[config.mk]
export PLATFORM = sky130hd
export DESIGN_NAME = shp_controller
export DESIGN_NICKNAME = d
export VERILOG_FILES = /design/src/design/shp_pkg.sv /design/src/design/shp_controller.sv
export SDC_FILE = /design/constraint.sdc
export NUM_CORES = 1
export LEC_CHECK = 0
export ABC_AREA = 1
export BUFFER_PORTS_ARGS = -buffer_cell sky130_fd_sc_hd__buf_2
export CAP_MARGIN = 20
export CORE_MARGIN = 3
export CORE_UTILIZATION = 38
export DETAILED_ROUTE_END_ITERATION = 8
export PLACE_DENSITY_LB_ADDON = 0.25
export SYNTH_ARGS = -nofsm -noshare
export SYNTH_HDL_FRONTEND = slang
export SYNTH_SLANG_ARGS = --single-unit
[constraint.sdc]
create_clock -name clk -period 1.2 [get_ports clk]
set_clock_uncertainty 0.2 [all_clocks]
set_input_delay 0.18 -clock clk [delete_from_list [all_inputs] [get_ports clk]]
set_output_delay 0.18 -clock clk [all_outputs]
set_load 0.05 [all_outputs]
[src/design/shp_pkg.sv]
`timescale 1ns / 1ps
package shp_pkg;

  localparam int CAPACITY = 256;
  localparam int IDX_W    = (CAPACITY > 2) ? $clog2(CAPACITY) : 1;
  localparam int CNT_W    = $clog2(CAPACITY + 1);
  localparam int FILL_W   = 9;
  localparam int SEQ_W    = 16;
  localparam int TAG_W    = 32;

  typedef enum logic {
    KIND_PUSH = 1'b0,
    KIND_POP  = 1'b1
  } kind_t;

  typedef enum logic [1:0] {
    ST_OK    = 2'd0,
    ST_FULL  = 2'd1,
    ST_EMPTY = 2'd2
  } status_t;

  typedef struct packed {
    kind_t             kind;
    logic [SEQ_W-1:0]  in_seq;
    logic [TAG_W-1:0]  in_tag;
  } in_t;

  typedef struct packed {
    logic              out_valid;
    logic [SEQ_W-1:0]  out_seq;
    logic [TAG_W-1:0]  out_tag;
    status_t           status;
    logic [FILL_W-1:0] fill_count;
  } out_t;

  typedef struct packed {
    logic [SEQ_W-1:0] seq;
    logic [TAG_W-1:0] tag;
  } entry_t;

  typedef enum logic [2:0] {
    S_IDLE,
    S_PUSH_RD,
    S_PUSH_CMP,
    S_POP_LD,
    S_DN_RD,
    S_DN_CMP,
    S_FIN
  } state_t;

  typedef struct packed {
    logic    capture;
    logic    push_init;
    logic    push_rd;
    logic    push_step;
    logic    pop_rd;
    logic    pop_load;
    logic    dn_rd;
    logic    dn_step;
    logic    place;
    logic    load_out;
    logic    res_pop;
    status_t res_status;
  } cmd_t;

  typedef struct packed {
    logic empty;
    logic full;
    logic at_root;
    logic leaf;
    logic up_stop;
    logic dn_stop;
  } stat_t;

  // serial order: a precedes b when (a - b) mod 2^16 has its top bit set
  function automatic logic serial_earlier(input logic [SEQ_W-1:0] a,
                                          input logic [SEQ_W-1:0] b);
    logic [SEQ_W-1:0] d;
    d = a - b;
    return d[SEQ_W-1];
  endfunction

endpackage

[src/design/shp_controller.sv]
`timescale 1ns / 1ps
module shp_controller (
  input  logic           clk,
  input  logic           rst_n,
  input  logic           in_valid,
  output logic           in_stall,
  input  shp_pkg::kind_t in_kind,
  output logic           out_valid,
  input  logic           out_stall,
  input  shp_pkg::stat_t stat,
  output shp_pkg::cmd_t  cmd
);
  import shp_pkg::*;

  state_t  state_r, state_nxt;
  status_t res_status_r, res_status_nxt;
  logic    res_pop_r, res_pop_nxt;
  logic    out_valid_r, out_valid_nxt;

  always_ff @(posedge clk) begin
    if (!rst_n) begin
      state_r      <= S_IDLE;
      res_status_r <= ST_OK;
      res_pop_r    <= 1'b0;
      out_valid_r  <= 1'b0;
    end else begin
      state_r      <= state_nxt;
      res_status_r <= res_status_nxt;
      res_pop_r    <= res_pop_nxt;
      out_valid_r  <= out_valid_nxt;
    end
  end

  always_comb begin
    state_nxt      = state_r;
    res_status_nxt = res_status_r;
    res_pop_nxt    = res_pop_r;
    out_valid_nxt  = out_valid_r & out_stall;
    cmd            = '0;
    cmd.res_pop    = res_pop_r;
    cmd.res_status = res_status_r;

    unique case (state_r)
      S_IDLE: begin
        if (in_valid) begin
          cmd.capture    = 1'b1;
          res_status_nxt = ST_OK;
          res_pop_nxt    = 1'b0;
          if (in_kind == KIND_PUSH) begin
            if (stat.full) begin
              res_status_nxt = ST_FULL;
              state_nxt      = S_FIN;
            end else begin
              cmd.push_init = 1'b1;
              state_nxt     = S_PUSH_RD;
            end
          end else begin
            if (stat.empty) begin
              res_status_nxt = ST_EMPTY;
              state_nxt      = S_FIN;
            end else begin
              cmd.pop_rd  = 1'b1;
              res_pop_nxt = 1'b1;
              state_nxt   = S_POP_LD;
            end
          end
        end
      end
      S_PUSH_RD: begin
        if (stat.at_root) begin
          cmd.place = 1'b1;
          state_nxt = S_FIN;
        end else begin
          cmd.push_rd = 1'b1;
          state_nxt   = S_PUSH_CMP;
        end
      end
      S_PUSH_CMP: begin
        cmd.push_step = 1'b1;
        state_nxt     = stat.up_stop ? S_FIN : S_PUSH_RD;
      end
      S_POP_LD: begin
        cmd.pop_load = 1'b1;
        state_nxt    = S_DN_RD;
      end
      S_DN_RD: begin
        if (stat.leaf) begin
          cmd.place = 1'b1;
          state_nxt = S_FIN;
        end else begin
          cmd.dn_rd = 1'b1;
          state_nxt = S_DN_CMP;
        end
      end
      S_DN_CMP: begin
        cmd.dn_step = 1'b1;
        state_nxt   = stat.dn_stop ? S_FIN : S_DN_RD;
      end
      S_FIN: begin
        if (!out_valid_r || !out_stall) begin
          cmd.load_out  = 1'b1;
          out_valid_nxt = 1'b1;
          state_nxt     = S_IDLE;
        end
      end
      default: state_nxt = S_IDLE;
    endcase
  end

  assign in_stall  = state_r != S_IDLE;
  assign out_valid = out_valid_r;

  a_accept_leaves_idle: assert property (@(posedge clk) disable iff (!rst_n)
    in_valid && !in_stall |=> state_r != S_IDLE)
    else $error("accepted transfer did not start an operation");

  a_result_from_fin: assert property (@(posedge clk) disable iff (!rst_n)
    cmd.load_out |-> state_r == S_FIN && (!out_valid_r || !out_stall))
    else $error("result loaded over a pending transfer");

  a_pop_flag: assert property (@(posedge clk) disable iff (!rst_n)
    state_r == S_POP_LD |-> res_pop_r && res_status_r == ST_OK)
    else $error("pop flags inconsistent");

endmodule

==> reports/qor.csv, run 1 <==
metric,value,unit
row_count,12,
place_inst,131,
dpl_worst_slack,-0.367,ns
hold_buffers,0,
synth_seq_area_share,27.5,%
synth-compound-area-share,13.5,%
synthMuxAreaShare,0,%
boundaryPins,26,
yosys.cell_types.count,22,
syn_nets,85,
error,[ERROR DPL-0033] detailed placement checks failed during check placement.,
synth_top_family_by_area,simple AND/OR/NAND/NOR gates,
ys_top_cells_by_area,"dfxtp_1 27%, nand3_1 8.8%, inv_1 8.1%",
yosys.area_share.simple,45.8,%
synth-adder-area-share,0,%
synth_warnings,0,
failing_step,4_1_cts,
synth_commonest_cells,"11 x inv_1, 11 x nand2_1, 9 x nand3_1, 8 x nor2_1, 7 x dfxtp_1",
synth_edf_count,0,
die_y,42.7,um
gp_congestion,0.798,
synth_top_area_share,27.5,%
synth_xor_area_share,0,%
async_reset_ff_share,0,%
cts_root_buffer,clkbuf_4,
cts_resized,63,
ys_dominant_reg_cell,dfxtp_1,
avgSynthCellArea,6.90,um2
ys_ff_latch,7,
syn-cell-area,510,um2
floorplan.initialDensity,43.0,%
clockBufferDepth,2,
cts_setup_buffers,12,
die_width,42.7,um
cts-buffers-inserted,3,
yosys.area.top_type,dfxtp_1,
io_buffer_count,25,
cts_num_sinks,7,
status,stopped before the end,
syn_inst,74,
dp_hpwl,1.31,mm
htreeDepth,1,
==> through the flow <==
stage | utilization, % | setup TNS (ns) | area, um2
3_5_place_dp | 72.9 | -3.92 | 865
3_3_place_gp | 72.9 | -3.32 | 865
2_1_floorplan | - | -3.67 | 591
==> cells by family after synthesis <==
logic type	Yosys count
simple gates	41
compound gates	11
flops	7
buf+inv	15
==> run 2: changes to the inputs <==
CORE_AREA = 3 3 64 66   (was default)
CORE_MARGIN = default   (was 3)
CORE_UTILIZATION = default   (was 38)
DIE_AREA = 0 0 67 69   (was default)
PLACE_DENSITY_LB_ADDON = 0.15   (was 0.25)
clock period = 1.6 ns   (was 1.2 ns; I/O delays follow)
==> run 2 against run 1 <==
- the flow now finishes, with violations (negative setup slack)
- synthesized cell count stayed put
- synthesized area stayed put
==> reports/qor.csv, run 2 <==
metric,value,unit
synth_commonest_cells,"11 x inv_1, 11 x nand2_1, 9 x nand3_1, 8 x nor2_1, 7 x dfxtp_1",
worst_hold_startpoint,rst_n,
grt_usage,7.88,%
hp-class,primary input to register,
final_cell_mix,"14 x buf_2, 13 x buf_4, 10 x nand2_1",
critical-path-max-stage-delay,0.32,ns
ys_top_cells_by_area,"dfxtp_1 27%, nand3_1 8.8%, inv_1 8.1%",
synth_edf_count,0,
synth_seq_area_share,27.5,%
antenna_found_initial,0,
largest_register_ffs,3,
io_buffer_count,25,
setup_violations,5,
syn_nets,85,
syn-cell-area,510,um2
fin_crit,1.67,ns
gp_congestion,0.734,
clk_pin_slew_worst_paths,0.04,ns
dp_hpwl,1.32,mm
grt_pass1_wl,2.82,mm
fillers,430,
pwr-share-clk,11.6,%
drc,0,
top_register,state_r,
place_inst,155,
crit_chain,"nor2_4, nand2_8, nor2_8, nand3_4, clkinvlp_4, buf_8",
grt_start_max_net_pins,8,
hold_viol,0,
hold_buffers,0,
grt_pass1_vias,609,
yosys.cell_types.count,22,
placed_area,788,um2
ys_ff_latch,7,
min_to,res_status_r[0]$_SDFFE_PN0P_,
cts_root_buffer,clkbuf_8,
reg2reg_depth,7,
syn2layout_area_growth,92.4,%
seq_power_share,14.4,%
routed_wl,1.58,mm
overflow,0,
r2r_setup_slack,0.17,ns
avgSynthCellArea,6.90,um2
cts_num_sinks,7,
clk_latency,0.22,ns
setup_slack,-0.0683,ns
reg_top3,"state_r: 3 flops, res_status_r: 2 flops",
max_freq,599,MHz
worst_slew_pin_slew,0.283,ns
critPathLaunchType,register,
yosys.area.top_type,dfxtp_1,
antenna_cells,0,
boundaryPins,26,
die_y,69,um
reg2reg_from,state_r[1]$_SDFFE_PN0P_,
synth_warnings,0,
final_nets,126,
max_cap_violations,0,
combPwrFrac,74.0,%
synth_top_area_share,27.5,%
cp-end-kind,output pin,
crit_slowest_cell,dfxtp_2,
rr_endpoint,state_r[2]$_SDFFE_PN0P_,
critPathRequiredTime,1.16,ns
min_period_over_period,104,%
p_per_area,2110,mW/mm2
htreeDepth,1,
async_reset_ff_share,0,%
peakVddDrop,0.410,mV
p_leak,0.000456,uW
clockBufferDepth,2,
ys_dominant_reg_cell,dfxtp_1,
wl_per_cell,9.75,um
setup_tns,-0.242,ns
cts-buffers-inserted,3,
avgViaCountPerCell,3.73,
drive_gt1_share,61.4,%
internal-power,1020,uW
crit_type,register to output pin,
cts_tree,built,
drtIter0Drc,15,
fin_util,27.0,%
ant_nets,0,
swShare,50.9,%
maxSlewHeadroom,81.0,%
stdcell_area,982,um2
first_pass_iters,4,
die_area,0.00462,mm2
cp_max_fo,4,
core_area,0.00363,mm2
instances_no_fill,162,
row_count,22,
status,"finished, violations left",
violations,negative setup slack,
vias,605,
whs_path_depth,3,
floorplan.initialDensity,14.0,%
rsz0062_at_grt,yes,
syn_inst,74,
drv_slew,0,
cp.arrival,1.23,ns
die_width,67,um
p_sw,1060,uW
mostFrequentLayoutCell,buf_2,
run 2: cell counts after synthesis:
Identical to the previous run, type by type.
run 2: kinds of logic (layout without fill, tap and decap cells):
kind of cell | after synthesis | in the layout | synth area share [%]
AOI/OAI and AO/OA | 11 | 11 | 13.5
buffers and inverters | 15 | 55 | 13.2
DFF | 7 | 7 | 27.5
and+or+nand+nor | 41 | 41 | 45.8
run 2: critical path: cells and delay by family, from the launching register on:
family                 cells  cell delay, ns
DFF                        1            0.32
and+or+nand+nor            4            0.46
buffers and inverters      2            0.21
run 2: timing repair:
action | in CTS | in global routing
setup endpoints to repair | 11 | 11
pin swaps | 2 | 3
resized for setup | 31 | 11
setup buffers | 0 | 3
run 2: layer usage:
metal	track usage (%)	part of all wire [%]	vias to the layer above
met5	0	0	-
met4	5.41	1.7	0
met3	1.14	4.6	2
met2	10.8	45	15
met1	11.0	49	267
li1	-	-	321
run 2: metrics by stage:
| step | hold slack, ns | power, uW | setup slack [ns] |
|---|---|---|---|
| final | 0.0955 | 2080 | -0.0683 |
| after global routing | 0.113 | 2220 | -0.142 |
| after CTS | 0.0877 | 1980 | -0.108 |
| after detailed placement | 0.267 | 1560 | 0.0317 |
| after global placement | 0.265 | 1570 | 0.0588 |
| after floorplan | 0.171 | 1190 | -0.211 |
run 2: worst max-delay path by stage:
stage	startpoint	endpoint	slack, ns	cells past startpoint
after CTS	state_r[1]$_SDFFE_PN0P_	cmd[8]	-0.11	6
after detailed placement	state_r[0]$_SDFFE_PN0P_	cmd[8]	0.03	6
final	state_r[0]$_SDFFE_PN0P_	cmd[8]	-0.07	6
after floorplan	state_r[1]$_SDFFE_PN0P_	cmd[11]	-0.21	6
after global routing	state_r[0]$_SDFFE_PN0P_	cmd[8]	-0.14	6
after global placement	state_r[0]$_SDFFE_PN0P_	cmd[8]	0.06	6
run 2: area by class of cell:
cell class                 instances  area (um2)  share of cell area [%]
clock buffer                       4        45.0                    4.59
inverter                          13        60.1                    6.11
multi-input combinational         52         368                    37.5
sequential                         7         146                    14.9
tap                               48        60.1                    6.11
timing repair buffer              38         303                    30.8
run 2: power by group through the flow:
stage / sequential, uW / clock, uW / combinational, uW
global placement: 272 / 0 / 1300
CTS: 283 / 253 / 1450
detailed placement: 273 / 0 / 1280
floorplan: 326 / 0 / 868
finish: 299 / 241 / 1540
global route: 304 / 265 / 1650
Note: power is estimated with default switching activity, not from simulation.
